$ cat src/rmas_pkg.sv
// Shared types, opcodes and constants of the register machine ALU step.
package rmas_pkg;

  // Default size of the register file
  localparam int REG_COUNT_DEF = 32;

  // Field widths fixed by the instruction format
  localparam int OP_W   = 4;
  localparam int IDX_W  = 5;
  localparam int DATA_W = 32;

  // Decoded operations
  typedef enum logic [OP_W-1:0] {
    OP_IN   = 4'd0,
    OP_OUT  = 4'd1,
    OP_MOV  = 4'd2,
    OP_XCHG = 4'd3,
    OP_ADD  = 4'd4,
    OP_SUB  = 4'd5,
    OP_MUL  = 4'd6,
    OP_DIV  = 4'd7,
    OP_MOD  = 4'd8,
    OP_AND  = 4'd9,
    OP_OR   = 4'd10,
    OP_XOR  = 4'd11
  } op_t;

  // Input word: one decoded instruction
  typedef struct packed {
    logic [OP_W-1:0]          req_type;
    logic [IDX_W-1:0]         dest_index;
    logic [IDX_W-1:0]         src_index;
    logic signed [DATA_W-1:0] immediate;
  } in_word_t;

  // Result word
  typedef struct packed {
    logic signed [DATA_W-1:0] out_value;
    logic                     div_by_zero;
  } out_word_t;

  // Controller to datapath commands
  typedef struct packed {
    logic load;       // latch instruction, read both operands
    logic exec;       // register the ALU result
    logic div_start;  // launch the divider
    logic div_take;   // register the divider result
    logic emit_out;   // strobe a register value
    logic emit_err;   // strobe a zero-divisor error
    logic wr_dest;    // write result to the destination
    logic wr_src;     // write old destination to the source (xchg)
  } ctrl_cmd_t;

  // Datapath to controller status
  typedef struct packed {
    logic [OP_W-1:0] op;
    logic            b_zero;
    logic            div_done;
  } dp_status_t;

endpackage

$ cat src/rmas_div.sv
// Radix-2 restoring signed divider, one quotient bit per cycle.
module rmas_div (
  input  logic                       clk,
  input  logic                       rst_n,
  input  logic                       start,
  input  logic                       want_mod,
  input  logic [rmas_pkg::DATA_W-1:0] dividend,
  input  logic [rmas_pkg::DATA_W-1:0] divisor,
  output logic                       done,
  output logic [rmas_pkg::DATA_W-1:0] result
);
  import rmas_pkg::*;

  localparam int CNT_W = $clog2(DATA_W);

  logic              run_r;
  logic              done_r;
  logic [CNT_W-1:0]  cnt_r;
  logic [DATA_W-1:0] q_r;
  logic [DATA_W-1:0] rem_r;
  logic [DATA_W-1:0] mb_r;
  logic              neg_q_r;
  logic              neg_r_r;
  logic              mod_r;

  logic              na;
  logic              nb;
  logic [DATA_W:0]   shifted;
  logic [DATA_W:0]   diff;
  logic              take;
  logic [DATA_W-1:0] rem_nxt;

  assign na = dividend[DATA_W-1];
  assign nb = divisor[DATA_W-1];

  // One trial subtraction per step
  assign shifted = {rem_r, q_r[DATA_W-1]};
  assign diff    = shifted - {1'b0, mb_r};
  assign take    = ~diff[DATA_W];
  assign rem_nxt = take ? diff[DATA_W-1:0] : shifted[DATA_W-1:0];

  // Step control
  always_ff @(posedge clk) begin
    if (!rst_n) begin
      run_r  <= 1'b0;
      done_r <= 1'b0;
      cnt_r  <= '0;
    end else begin
      done_r <= 1'b0;
      if (start) begin
        run_r <= 1'b1;
        cnt_r <= CNT_W'(DATA_W - 1);
      end else if (run_r) begin
        if (cnt_r == '0) begin
          run_r  <= 1'b0;
          done_r <= 1'b1;
        end else begin
          cnt_r <= cnt_r - 1'b1;
        end
      end
    end
  end

  // Magnitudes, partial remainder and quotient
  always_ff @(posedge clk) begin
    if (start) begin
      q_r     <= na ? (DATA_W'(0) - dividend) : dividend;
      mb_r    <= nb ? (DATA_W'(0) - divisor) : divisor;
      rem_r   <= '0;
      neg_q_r <= na ^ nb;
      neg_r_r <= na;
      mod_r   <= want_mod;
    end else if (run_r) begin
      q_r   <= {q_r[DATA_W-2:0], take};
      rem_r <= rem_nxt;
    end
  end

  // Sign fix-up: quotient by both signs, remainder by the dividend's
  always_comb begin
    if (mod_r) begin
      result = neg_r_r ? (DATA_W'(0) - rem_r) : rem_r;
    end else begin
      result = neg_q_r ? (DATA_W'(0) - q_r) : q_r;
    end
  end

  assign done = done_r;

endmodule

$ cat src/rmas_dp.sv
// Datapath: register file memory, ALU, divider and result register.
module rmas_dp #(
  parameter int REG_COUNT = rmas_pkg::REG_COUNT_DEF
) (
  input  logic                   clk,
  input  logic                   rst_n,
  input  rmas_pkg::in_word_t     in_word,
  input  rmas_pkg::ctrl_cmd_t    cmd,
  output rmas_pkg::dp_status_t   sts,
  output logic                   out_valid,
  output rmas_pkg::out_word_t    out_word
);
  import rmas_pkg::*;

  localparam int AW = $clog2(REG_COUNT);

  // Register file storage and per-entry valid bits
  logic [DATA_W-1:0]    rf_mem_r [REG_COUNT];
  logic [REG_COUNT-1:0] vld_r;

  in_word_t          instr_r;
  logic [DATA_W-1:0] rd_a_r;
  logic [DATA_W-1:0] rd_b_r;
  logic              va_r;
  logic              vb_r;
  logic [DATA_W-1:0] res_r;
  logic              out_valid_r;
  out_word_t         out_word_r;

  logic [IDX_W+AW-1:0] rd_d_ext;
  logic [IDX_W+AW-1:0] rd_s_ext;
  logic [IDX_W+AW-1:0] wr_d_ext;
  logic [IDX_W+AW-1:0] wr_s_ext;
  logic [AW-1:0]       rd_d_addr;
  logic [AW-1:0]       rd_s_addr;
  logic [AW-1:0]       wr_d_addr;
  logic [AW-1:0]       wr_s_addr;
  logic                rd_d_in;
  logic                rd_s_in;
  logic                wr_d_in;
  logic                wr_s_in;

  logic [DATA_W-1:0] a;
  logic [DATA_W-1:0] b;
  logic [DATA_W-1:0] alu_nxt;
  logic              wr_en;
  logic [AW-1:0]     wr_addr;
  logic [DATA_W-1:0] wr_data;
  logic              div_done;
  logic [DATA_W-1:0] div_result;

  // Index to address mapping; an index past the file is out of range
  assign rd_d_ext  = {AW'(0), in_word.dest_index};
  assign rd_s_ext  = {AW'(0), in_word.src_index};
  assign wr_d_ext  = {AW'(0), instr_r.dest_index};
  assign wr_s_ext  = {AW'(0), instr_r.src_index};
  assign rd_d_addr = rd_d_ext[AW-1:0];
  assign rd_s_addr = rd_s_ext[AW-1:0];
  assign wr_d_addr = wr_d_ext[AW-1:0];
  assign wr_s_addr = wr_s_ext[AW-1:0];
  assign rd_d_in   = int'(in_word.dest_index) < REG_COUNT;
  assign rd_s_in   = int'(in_word.src_index) < REG_COUNT;
  assign wr_d_in   = int'(instr_r.dest_index) < REG_COUNT;
  assign wr_s_in   = int'(instr_r.src_index) < REG_COUNT;

  // Instruction latch
  always_ff @(posedge clk) begin
    if (cmd.load) begin
      instr_r <= in_word;
    end
  end

  // Single write port: destination, or source for the second xchg write
  assign wr_en   = (cmd.wr_dest & wr_d_in) | (cmd.wr_src & wr_s_in);
  assign wr_addr = cmd.wr_src ? wr_s_addr : wr_d_addr;
  assign wr_data = cmd.wr_src ? a : res_r;

  // Memory: one write, two registered reads at accept
  always_ff @(posedge clk) begin
    if (wr_en) begin
      rf_mem_r[wr_addr] <= wr_data;
    end
    if (cmd.load) begin
      rd_a_r <= rf_mem_r[rd_d_addr];
      rd_b_r <= rf_mem_r[rd_s_addr];
    end
  end

  // Valid bits: a never-written entry reads as zero
  always_ff @(posedge clk) begin
    if (!rst_n) begin
      vld_r <= '0;
      va_r  <= 1'b0;
      vb_r  <= 1'b0;
    end else begin
      if (wr_en) begin
        vld_r[wr_addr] <= 1'b1;
      end
      if (cmd.load) begin
        va_r <= rd_d_in && vld_r[rd_d_addr];
        vb_r <= rd_s_in && vld_r[rd_s_addr];
      end
    end
  end

  assign a = va_r ? rd_a_r : '0;
  assign b = vb_r ? rd_b_r : '0;

  // ALU
  always_comb begin
    case (instr_r.req_type)
      OP_IN:   alu_nxt = instr_r.immediate;
      OP_MOV:  alu_nxt = b;
      OP_XCHG: alu_nxt = b;
      OP_ADD:  alu_nxt = a + b;
      OP_SUB:  alu_nxt = a - b;
      OP_MUL:  alu_nxt = a * b;
      OP_AND:  alu_nxt = a & b;
      OP_OR:   alu_nxt = a | b;
      OP_XOR:  alu_nxt = a ^ b;
      default: alu_nxt = a;
    endcase
  end

  // Shared divider for div and mod
  rmas_div u_div (
    .clk      (clk),
    .rst_n    (rst_n),
    .start    (cmd.div_start),
    .want_mod (instr_r.req_type == OP_MOD),
    .dividend (a),
    .divisor  (b),
    .done     (div_done),
    .result   (div_result)
  );

  // Result register ahead of the write-back
  always_ff @(posedge clk) begin
    if (cmd.exec) begin
      res_r <= alu_nxt;
    end else if (cmd.div_take) begin
      res_r <= div_result;
    end
  end

  // Output word, strobed for one cycle
  always_ff @(posedge clk) begin
    if (!rst_n) begin
      out_valid_r <= 1'b0;
    end else begin
      out_valid_r <= cmd.emit_out | cmd.emit_err;
    end
  end

  always_ff @(posedge clk) begin
    if (cmd.emit_out | cmd.emit_err) begin
      out_word_r.out_value   <= cmd.emit_out ? a : '0;
      out_word_r.div_by_zero <= cmd.emit_err;
    end
  end

  assign out_valid    = out_valid_r;
  assign out_word     = out_word_r;
  assign sts.op       = instr_r.req_type;
  assign sts.b_zero   = (b == '0);
  assign sts.div_done = div_done;

endmodule

$ cat src/rmas_ctrl.sv
// Controller: sequences accept, execute, divide wait and write-back.
module rmas_ctrl (
  input  logic                  clk,
  input  logic                  rst_n,
  input  logic                  start,
  input  rmas_pkg::dp_status_t  sts,
  output logic                  busy,
  output rmas_pkg::ctrl_cmd_t   cmd
);
  import rmas_pkg::*;

  typedef enum logic [4:0] {
    S_IDLE = 5'b00001,
    S_EXEC = 5'b00010,
    S_DIVW = 5'b00100,
    S_WR   = 5'b01000,
    S_WR2  = 5'b10000
  } state_t;

  state_t state_r;
  state_t state_nxt;

  always_ff @(posedge clk) begin
    if (!rst_n) begin
      state_r <= S_IDLE;
    end else begin
      state_r <= state_nxt;
    end
  end

  // Next state and commands
  always_comb begin
    state_nxt = state_r;
    cmd       = '0;
    case (state_r)
      S_IDLE: begin
        if (start) begin
          cmd.load  = 1'b1;
          state_nxt = S_EXEC;
        end
      end
      S_EXEC: begin
        cmd.exec = 1'b1;
        case (sts.op)
          OP_IN, OP_MOV, OP_XCHG, OP_ADD, OP_SUB, OP_MUL,
          OP_AND, OP_OR, OP_XOR: begin
            state_nxt = S_WR;
          end
          OP_OUT: begin
            cmd.emit_out = 1'b1;
            state_nxt    = S_IDLE;
          end
          OP_DIV, OP_MOD: begin
            if (sts.b_zero) begin
              cmd.emit_err = 1'b1;
              state_nxt    = S_IDLE;
            end else begin
              cmd.div_start = 1'b1;
              state_nxt     = S_DIVW;
            end
          end
          default: state_nxt = S_IDLE;
        endcase
      end
      S_DIVW: begin
        if (sts.div_done) begin
          cmd.div_take = 1'b1;
          state_nxt    = S_WR;
        end
      end
      S_WR: begin
        cmd.wr_dest = 1'b1;
        state_nxt   = (sts.op == OP_XCHG) ? S_WR2 : S_IDLE;
      end
      S_WR2: begin
        cmd.wr_src = 1'b1;
        state_nxt  = S_IDLE;
      end
      default: state_nxt = S_IDLE;
    endcase
  end

  assign busy = (state_r != S_IDLE);

  // The second xchg write follows the destination write
  a_wr_src_after_dest: assert property (@(posedge clk) disable iff (!rst_n)
    cmd.wr_src |-> $past(cmd.wr_dest))
    else $error("source write without preceding destination write");

  // Execution always comes right after an accept
  a_exec_after_load: assert property (@(posedge clk) disable iff (!rst_n)
    cmd.exec |-> $past(cmd.load))
    else $error("execute step without an accepted word");

  // The divider finishes only while the controller waits for it
  a_div_done_in_wait: assert property (@(posedge clk) disable iff (!rst_n)
    sts.div_done |-> (state_r == S_DIVW))
    else $error("divider done outside the wait state");

endmodule

$ cat src/register_machine_alu_step.sv
// Top level: one decoded instruction per word against a 32-bit register file.
// A word is taken when start is high and busy is low; busy stays high until write-back ends.
// Per word: out and a zero divisor return straight to idle; in/mov/alu ops write once; xchg
// writes twice on one memory write port; div/mod wait for the radix-2 divider's 32 iterations.
// Results strobe out_valid for one cycle; for out and errors it is registered from the execute state.
// Synchronous reset clears the per-register valid bits, so all registers read zero at once.
module register_machine_alu_step #(
  parameter int REG_COUNT = rmas_pkg::REG_COUNT_DEF
) (
  input  logic                clk,
  input  logic                rst_n,
  input  logic                start,
  output logic                busy,
  input  rmas_pkg::in_word_t  in_word,
  output logic                out_valid,
  output rmas_pkg::out_word_t out_word
);
  import rmas_pkg::*;

  ctrl_cmd_t  cmd;
  dp_status_t sts;

  rmas_ctrl u_ctrl (
    .clk   (clk),
    .rst_n (rst_n),
    .start (start),
    .sts   (sts),
    .busy  (busy),
    .cmd   (cmd)
  );

  rmas_dp #(
    .REG_COUNT (REG_COUNT)
  ) u_dp (
    .clk       (clk),
    .rst_n     (rst_n),
    .in_word   (in_word),
    .cmd       (cmd),
    .sts       (sts),
    .out_valid (out_valid),
    .out_word  (out_word)
  );

endmodule

$ cat config.mk
export PLATFORM = sky130hd
export DESIGN_NAME = register_machine_alu_step
export DESIGN_NICKNAME = d
export VERILOG_FILES = /design/src/rmas_pkg.sv /design/src/rmas_div.sv /design/src/rmas_dp.sv /design/src/rmas_ctrl.sv /design/src/register_machine_alu_step.sv
export SDC_FILE = /design/constraint.sdc
export NUM_CORES = 2
export LEC_CHECK = 0
export ABC_AREA = 1
export ABC_CLOCK_PERIOD_IN_PS = 10500
export BUFFER_PORTS_ARGS = -buffer_cell sky130_fd_sc_hd__buf_2
export CELL_PAD_IN_SITES_DETAIL_PLACEMENT = 1
export CELL_PAD_IN_SITES_GLOBAL_PLACEMENT = 1
export CORE_ASPECT_RATIO = 2
export CORE_MARGIN = 3
export CORE_UTILIZATION = 30
export DETAILED_ROUTE_END_ITERATION = 8
export PLACE_DENSITY = 0.55
export SLEW_MARGIN = 25
export SYNTH_ARGS = -nofsm -noshare
export SYNTH_HDL_FRONTEND = slang
export SYNTH_SLANG_ARGS = --single-unit
$ cat constraint.sdc
create_clock -name clk -period 10.5 [get_ports clk]
set_clock_uncertainty 0.2 [all_clocks]
set_input_delay 1.575 -clock clk [delete_from_list [all_inputs] [get_ports clk]]
set_output_delay 1.575 -clock clk [all_outputs]
set_load 0.05 [all_outputs]
Yosys cells after proc, flatten, opt, wreduce, memory -nomap -nowiden:

Memory sizes are Yosys's and may differ from the RTL's. A register that Yosys moved wholly into a read port is not among the register bits.
Index checks and enable logic that the tools add are counted.
W data, S select, Z words.

* register bits: 257
* bits in latches: 0
* bits in writable memories: 1024
* ROM bits: 0
* input port bits: 49
* output and inout bits: 35
* word-level logic and storage cells: 127
* memories kept: 1

* $add $sub $neg: 8
* $mul: 1
* divide/modulo/power cells: 0
* $lt $le $gt $ge: 4
* equality and inequality tests: 20
* shifts and indexed selects: 0
* muxes and demuxes: 49
* bitwise gates (word level): 10
* reduce and logical (&&, ||, !) cells: 12

Memories
* u_dp.rf_mem_r: words 32, bits a word 32, rd ports 2, clocked after Yosys merged registers in 2, write ports 1, RTL line rmas_dp.sv:18 `logic [DATA_W-1:0] rf_mem_r [REG_COUNT];`

Operators by type and width (number)
* $mux W32: 12
* $pmux W32 S8: 1
* $sub A1 B32 Y32 const A: 4
* $or A32 B32 Y32: 2
* $mux W5: 7
* $sub A33 B32 Y33: 1
* $add A32 B32 Y32: 1
* $and A32 B32 Y32: 1
* $logic_not A32 Y1: 1
* $mul A32 B32 Y32: 1
* $sub A32 B32 Y32: 1
* $xor A32 B32 Y32: 1
* $mux W31: 1
* $mux W1: 20
* $pmux W5 S4: 1
* $lt A5 B6 Y1 const B: 3
* $eq A4 B3 Y1 const B: 4
* $eq A4 B4 Y1 const B: 4
* $bmux W1 S5: 2
* $reduce_or A9 Y1: 1
* $eq A4 B2 Y1 const B: 2
* $pmux W4 S2: 1
* $demux W1 S5: 1
* $eq A5 B1 Y1 const B: 1
* 22 further kinds: 30

Depth between registers and ports, before layout:

* depth in word-level cells: 8
* mapped depth: 38
* depth with buffers taken out: 34

Modules after synthesis:

From an unflattened synthesis, not the netlist that was laid out.

* cell total of the unflattened synthesis: 9852
* area total of the unflattened synthesis: 87976.9 um^2

By module, submodules not included
* rmas_dp: instances 1, cells an instance 8073, area each 77151.5 um^2, seq. area each 36705.2 um^2
* rmas_div: instances 1, cells an instance 1707, area each 10381.2 um^2, seq. area each 2792.7 um^2
* rmas_ctrl: instances 1, cells an instance 72, area each 444.2 um^2, seq. area each 100.1 um^2

Worst setup path after synthesis:

Ideal clock, no wire load.

* path kind: register to register
* start point: register u_dp.va_r
* end point: register u_dp.res_r[29] (data pin)
* library setup time: 252 ps
* arrival: 7123 ps
* required time: 10048 ps
* slack: 2925 ps
* stages on the path, launching flop included: 37
* buffers on the path: 5
* period minus slack after synthesis: 7575 ps
* cell sequence: dfxtp_1 > clkbuf_1 > buf_2 > buf_2 > nand2_1 > clkbuf_1 > clkbuf_1 > nor2_1 > fa_1 > fa_1 > fa_1 > inv_1 > fa_1 > inv_1 > fa_1 > inv_1 > fa_1 > inv_1 > fa_1 > fa_1 > ha_1 > nand2_1 > inv_1 > nand2_1 > nor3_1 > nand4_1 > nand3_1 > a21o_1 > a21oi_1 > o21ai_0 > nand2_1 > nand3_1 > nand2_1 > inv_1 > nand3_1 > nand2_1 > nand2_1

* word-level cells in the longest chain between the ends: 4
* elaborated cells between the ends (all ways): 9
* those cells by class: 2 x add/sub; 1 x mul; 3 x mux; 3 x bitwise

RTL lines
* start: declaration: RTL line rmas_dp.sv:24 `logic va_r;`
* start signal: assignment: RTL line rmas_dp.sv:100 `va_r <= rd_d_in && vld_r[rd_d_addr];`
* $mux W32 *: RTL line rmas_dp.sv:106 `assign a = va_r ? rd_a_r : '0;`
* $mul A32 B32 Y32 (tied with other cells): RTL line rmas_dp.sv:117 `OP_MUL: alu_nxt = a * b;`
* $pmux W32 S8 *: RTL line rmas_dp.sv:111 `case (instr_r.req_type)`
* $mux W32 *: RTL line rmas_dp.sv:139 `if (cmd.exec) begin`
* end signal: assignment: RTL line rmas_dp.sv:140 `res_r <= alu_nxt;`
* end signal: assignment: RTL line rmas_dp.sv:142 `res_r <= div_result;`
* end: declaration: RTL line rmas_dp.sv:26 `logic [DATA_W-1:0] res_r;`

Every way passes the cells marked *; elsewhere a longest branch is shown, timed or not.
A chain may end at the register's enable or synchronous reset.

Final worst setup path:

* start point: register u_dp.va_r
* end point: register u_dp.res_r[26] (data pin)

The elaborated chain is that of the path after synthesis.

==> results by group <==
Timing
  • Final Setup Violations: 0
  • Fin crit share: just under 100%
  • Worst slew margin: 16.0%
  • Min cycle time layout: 10310 ps
  • Final Hold Violating Endpoints: 0
  • RSZ-0062 raised after global routing: no
  • Peak Freq: around 97 MHz
  • Slew Limit Fails: 0
  • Least-Margin Pin Slew: between 1000 and 1500 ps
  • Setup total negative slack: 0 ps

Global routing
  • Initial antenna violation count: 36
  • Total congestion overflow: 0
  • Largest net degree at the start of global routing: 180
  • Vias in the first global route: roughly 83000
  • GR Util All Layers: 32.6%
  • First-pass GRT wire length: ~670000 microns

Placement
  • Buffers added on ports: 83
  • Hpwl dp: between 300000 and 400000 microns
  • RD Place Congestion: 1.05

Clocking
  • Post-CTS Resized: 0
  • Post-CTS Setup Inserts: 0
  • Worst skew pair latency: 850 ps
  • Htree depth: 4
  • CTS root buf: clkbuf_16
  • TritonCTS clock tree: done
  • Clock net sink count: 1345
  • Clk buf depth: 4
  • Clock-pin slew on the worst setup and hold paths: 70 ps
  • # hold bufs at CTS: 0
  • Cts bufs inserted: about 150

Route
  • Vias: 78764
  • Router iterations before antenna repair: 6
  • Initial DRC Count: 6512
  • Drt wl/cell: between 30 and 40 microns
  • Antenna-violating nets left: 0
  • # DRC: 0
  • Routed wire length: 490000 microns
  • Vias/cell: 5.91

Worst setup path
  • Worst r2r dst: u_dp.res_r[26]
  • WP data arrival: approximately 11000 ps
  • Most used cell, CP: fa_1
  • Startpoint Class: register
  • CP top delay family: adder cells
  • R2R setup slack: 190 ps
  • Max incr delay on CP: 1020 ps
  • Critical Path End Type: register
  • Crit path kind: reg2reg
  • Critical path required time: 10870 ps
  • Critical path's slowest cell: inv_1
  • CP Max Fanout: 15
  • R2R depth: 27
  • Worst Path Buf+Inv: 6
  • Launch point of the worst reg-to-reg path: u_dp.va_r

Floorplanning
  • Cell Rows: about 280
  • Core area: 0.287 sq mm
  • Die footprint: 0.295 sq mm
  • Top-Level Pins: between 80 and 90
  • Starting density of the core: 30.1%
  • Die width: 385 microns
  • Die height: 765 microns

Cells and area
  • Post-layout util: between 30 and 40%
  • Layout cells sized above 1: 7.69%
  • Filler instances: between 30000 and 40000
  • Syn-to-layout area delta: 11.7%
  • NumNets Final: 10121
  • Multi-input gate area: 0.0418 sq mm
  • Storage cell area: 0.0396 sq mm

Synthesis
  • Most common cell in the netlist: nor2_1
  • Synth top area share: a little over two fifths
  • Synth cell types: 66
  • Register area share after synthesis: a little under half
  • Top cells by area, synth: edfxtp_1 (44%), fa_1 (9.5%), o21ai_0 (8.3%), nor2_1 (7.7%), nand2_1 (5.0%)
  • #FFs+latches synth: between 1000 and 1500
  • Top FF cell, synth: edfxtp_1
  • Syn nets: ~10000
  • FFs w/ async S/R, synth: 0%
  • Number of enable flip-flop cells after synthesis: 1266
  • Mean post-synth cell area: 9.04 sq um
  • Ys Warns: 0
  • Mapped Cells: between 9000 and 10000
  • Commonest cells post-synth: nor2_1 (1777), o21ai_0 (1433), edfxtp_1 (1266)
  • Synthesized cell area: 0.0864 sq mm
  • Area leader, netlist: edfxtp_1

Worst hold path
  • Min-Delay Endpoint: u_dp.vld_r[9]
  • Min-Delay Path Class: reg2reg
  • Hold depth: 2
  • Worst hold start: u_dp.vld_r[9]

Power and ir drop
  • Maximum VDD drop: 0.145 mV
  • PwrDens: between 100 and 150 mW/mm^2
  • Leakage: ~35 nW

Outcome
  • Status: finished clean

Flow run
  • Max-cap violations: 0
## power breakdown
group          internal, mW  leakage, nW  switching (mW)  total [mW]
logic                 0.728         21.3            2.25        2.97
registers              5.91         12.0           0.117        6.03
clock network          2.85         2.17            2.33        5.18
total                  9.49         35.5            4.70        14.2
## placed cells by master (no fill, tap or decap), types with 19 or more instances in the layout
cell type,instances
buf_2,76
nand2_1,1154
dfxtp_1,77
inv_1,751
nor3_1,57
clkinv_1,46
o22ai_1,121
xor2_1,66
o21ai_2,37
diode_2,27
buf_12,19
o21ai_0,1388
inv_2,23
o21ai_1,24
edfxtp_1,1266
fa_1,409
nor2_4,39
ha_1,244
o221ai_1,381
xnor2_1,31
clkbuf_1,36
o211ai_1,39
nand4_1,40
buf_4,258
nand3_1,347
a32oi_1,49
nor2_1,1738
a21oi_1,298
clkbuf_16,147
a31oi_1,85
## sequential cells by signal (all words and copies together) (netlist names), 4 cells and up
| name | count |
|---|---|
| u_dp.rf_mem_r | 1024 |
| u_dp.wr_d_addr | 5 |
| u_dp.res_r | 32 |
| u_dp.instr_r | 32 |
| u_dp.u_div.cnt_r | 5 |
| u_dp.u_div.rem_r | 32 |
| u_dp.out_word | 33 |
| u_dp.vld_r | 32 |
| u_dp.rd_a_r | 32 |
| u_dp.rd_b_r | 32 |
| u_dp.wr_s_addr | 5 |
| u_dp.sts | 4 |
| u_dp.u_div.mb_r | 32 |
| u_dp.u_div.q_r | 32 |
| u_ctrl.state_r | 5 |
## through the flow
stage / std cells / area [sq um] / setup slack, ps / hold slack (ps) / power, mW
2_1_floorplan: 9558 / 86400 / 2920 / 240 / 7.69
3_3_place_gp: 13046 / 91800 / 260 / 251 / 9.02
5_1_grt: 13305 / 96400 / 232 / 292 / 14.6
6_report: 13327 / 96500 / 190 / 271 / 14.2
3_5_place_dp: 13050 / 91900 / 517 / 260 / 9.05
4_1_cts: 13299 / 96400 / 511 / 276 / 14.2
## layer usage
metal	GRT usage [%]	wire (microns)	up-vias
met2	56.2	242000	3487
met1	32.8	163000	40646
met4	32.2	59000	18
met3	5.44	25800	1557
li1	-	-	33056
met5	0	129	-
## cells by family (layout without fill, tap and decap cells)
family | Yosys count | count (layout) | synth area share [%]
adders and majority gates | 653 | 653 | 13.0
and+or+nand+nor | 3454 | 3454 | 16.1
muxes | 1 | 1 | 0.0130
other | 0 | 27 | 0
xor gates and xnor gates | 97 | 97 | 0.983
AOI/OAI and AO/OA | 2555 | 2555 | 17.7
buffers and inverters | 1453 | 1415 | 6.41
DFF | 1345 | 1345 | 45.8
## how the worst max path moves through the flow
stage / startpoint / slack (ps) / to / cells after the start
6_report: u_dp.va_r / 190 / u_dp.res_r[26] / 27
5_1_grt: u_dp.va_r / 230 / u_dp.res_r[26] / 27
4_1_cts: u_dp.va_r / 510 / u_dp.res_r[26] / 27
3_5_place_dp: u_dp.va_r / 520 / u_dp.res_r[26] / 27
3_3_place_gp: u_dp.va_r / 260 / u_dp.res_r[26] / 27
2_1_floorplan: u_dp.va_r / 2920 / u_dp.res_r[29] / 36
## layout make-up
type | instances | area share (%)
antenna | 27 | 0.0700
clock buffer | 187 | 4.01
clock inverter | 62 | 0.611
inverter | 804 | 3.18
multi-input combinational | 6760 | 43.3
sequential | 1345 | 41.0
tap | 3780 | 4.90
timing repair buffer | 362 | 2.92
## tightest hold or removal path, stage by stage, from the launching register on
cell and delay (ps):
dfxtp_1 320, nor2_1 50, nor2_1 70
Power figures use the tool's default switching activity.
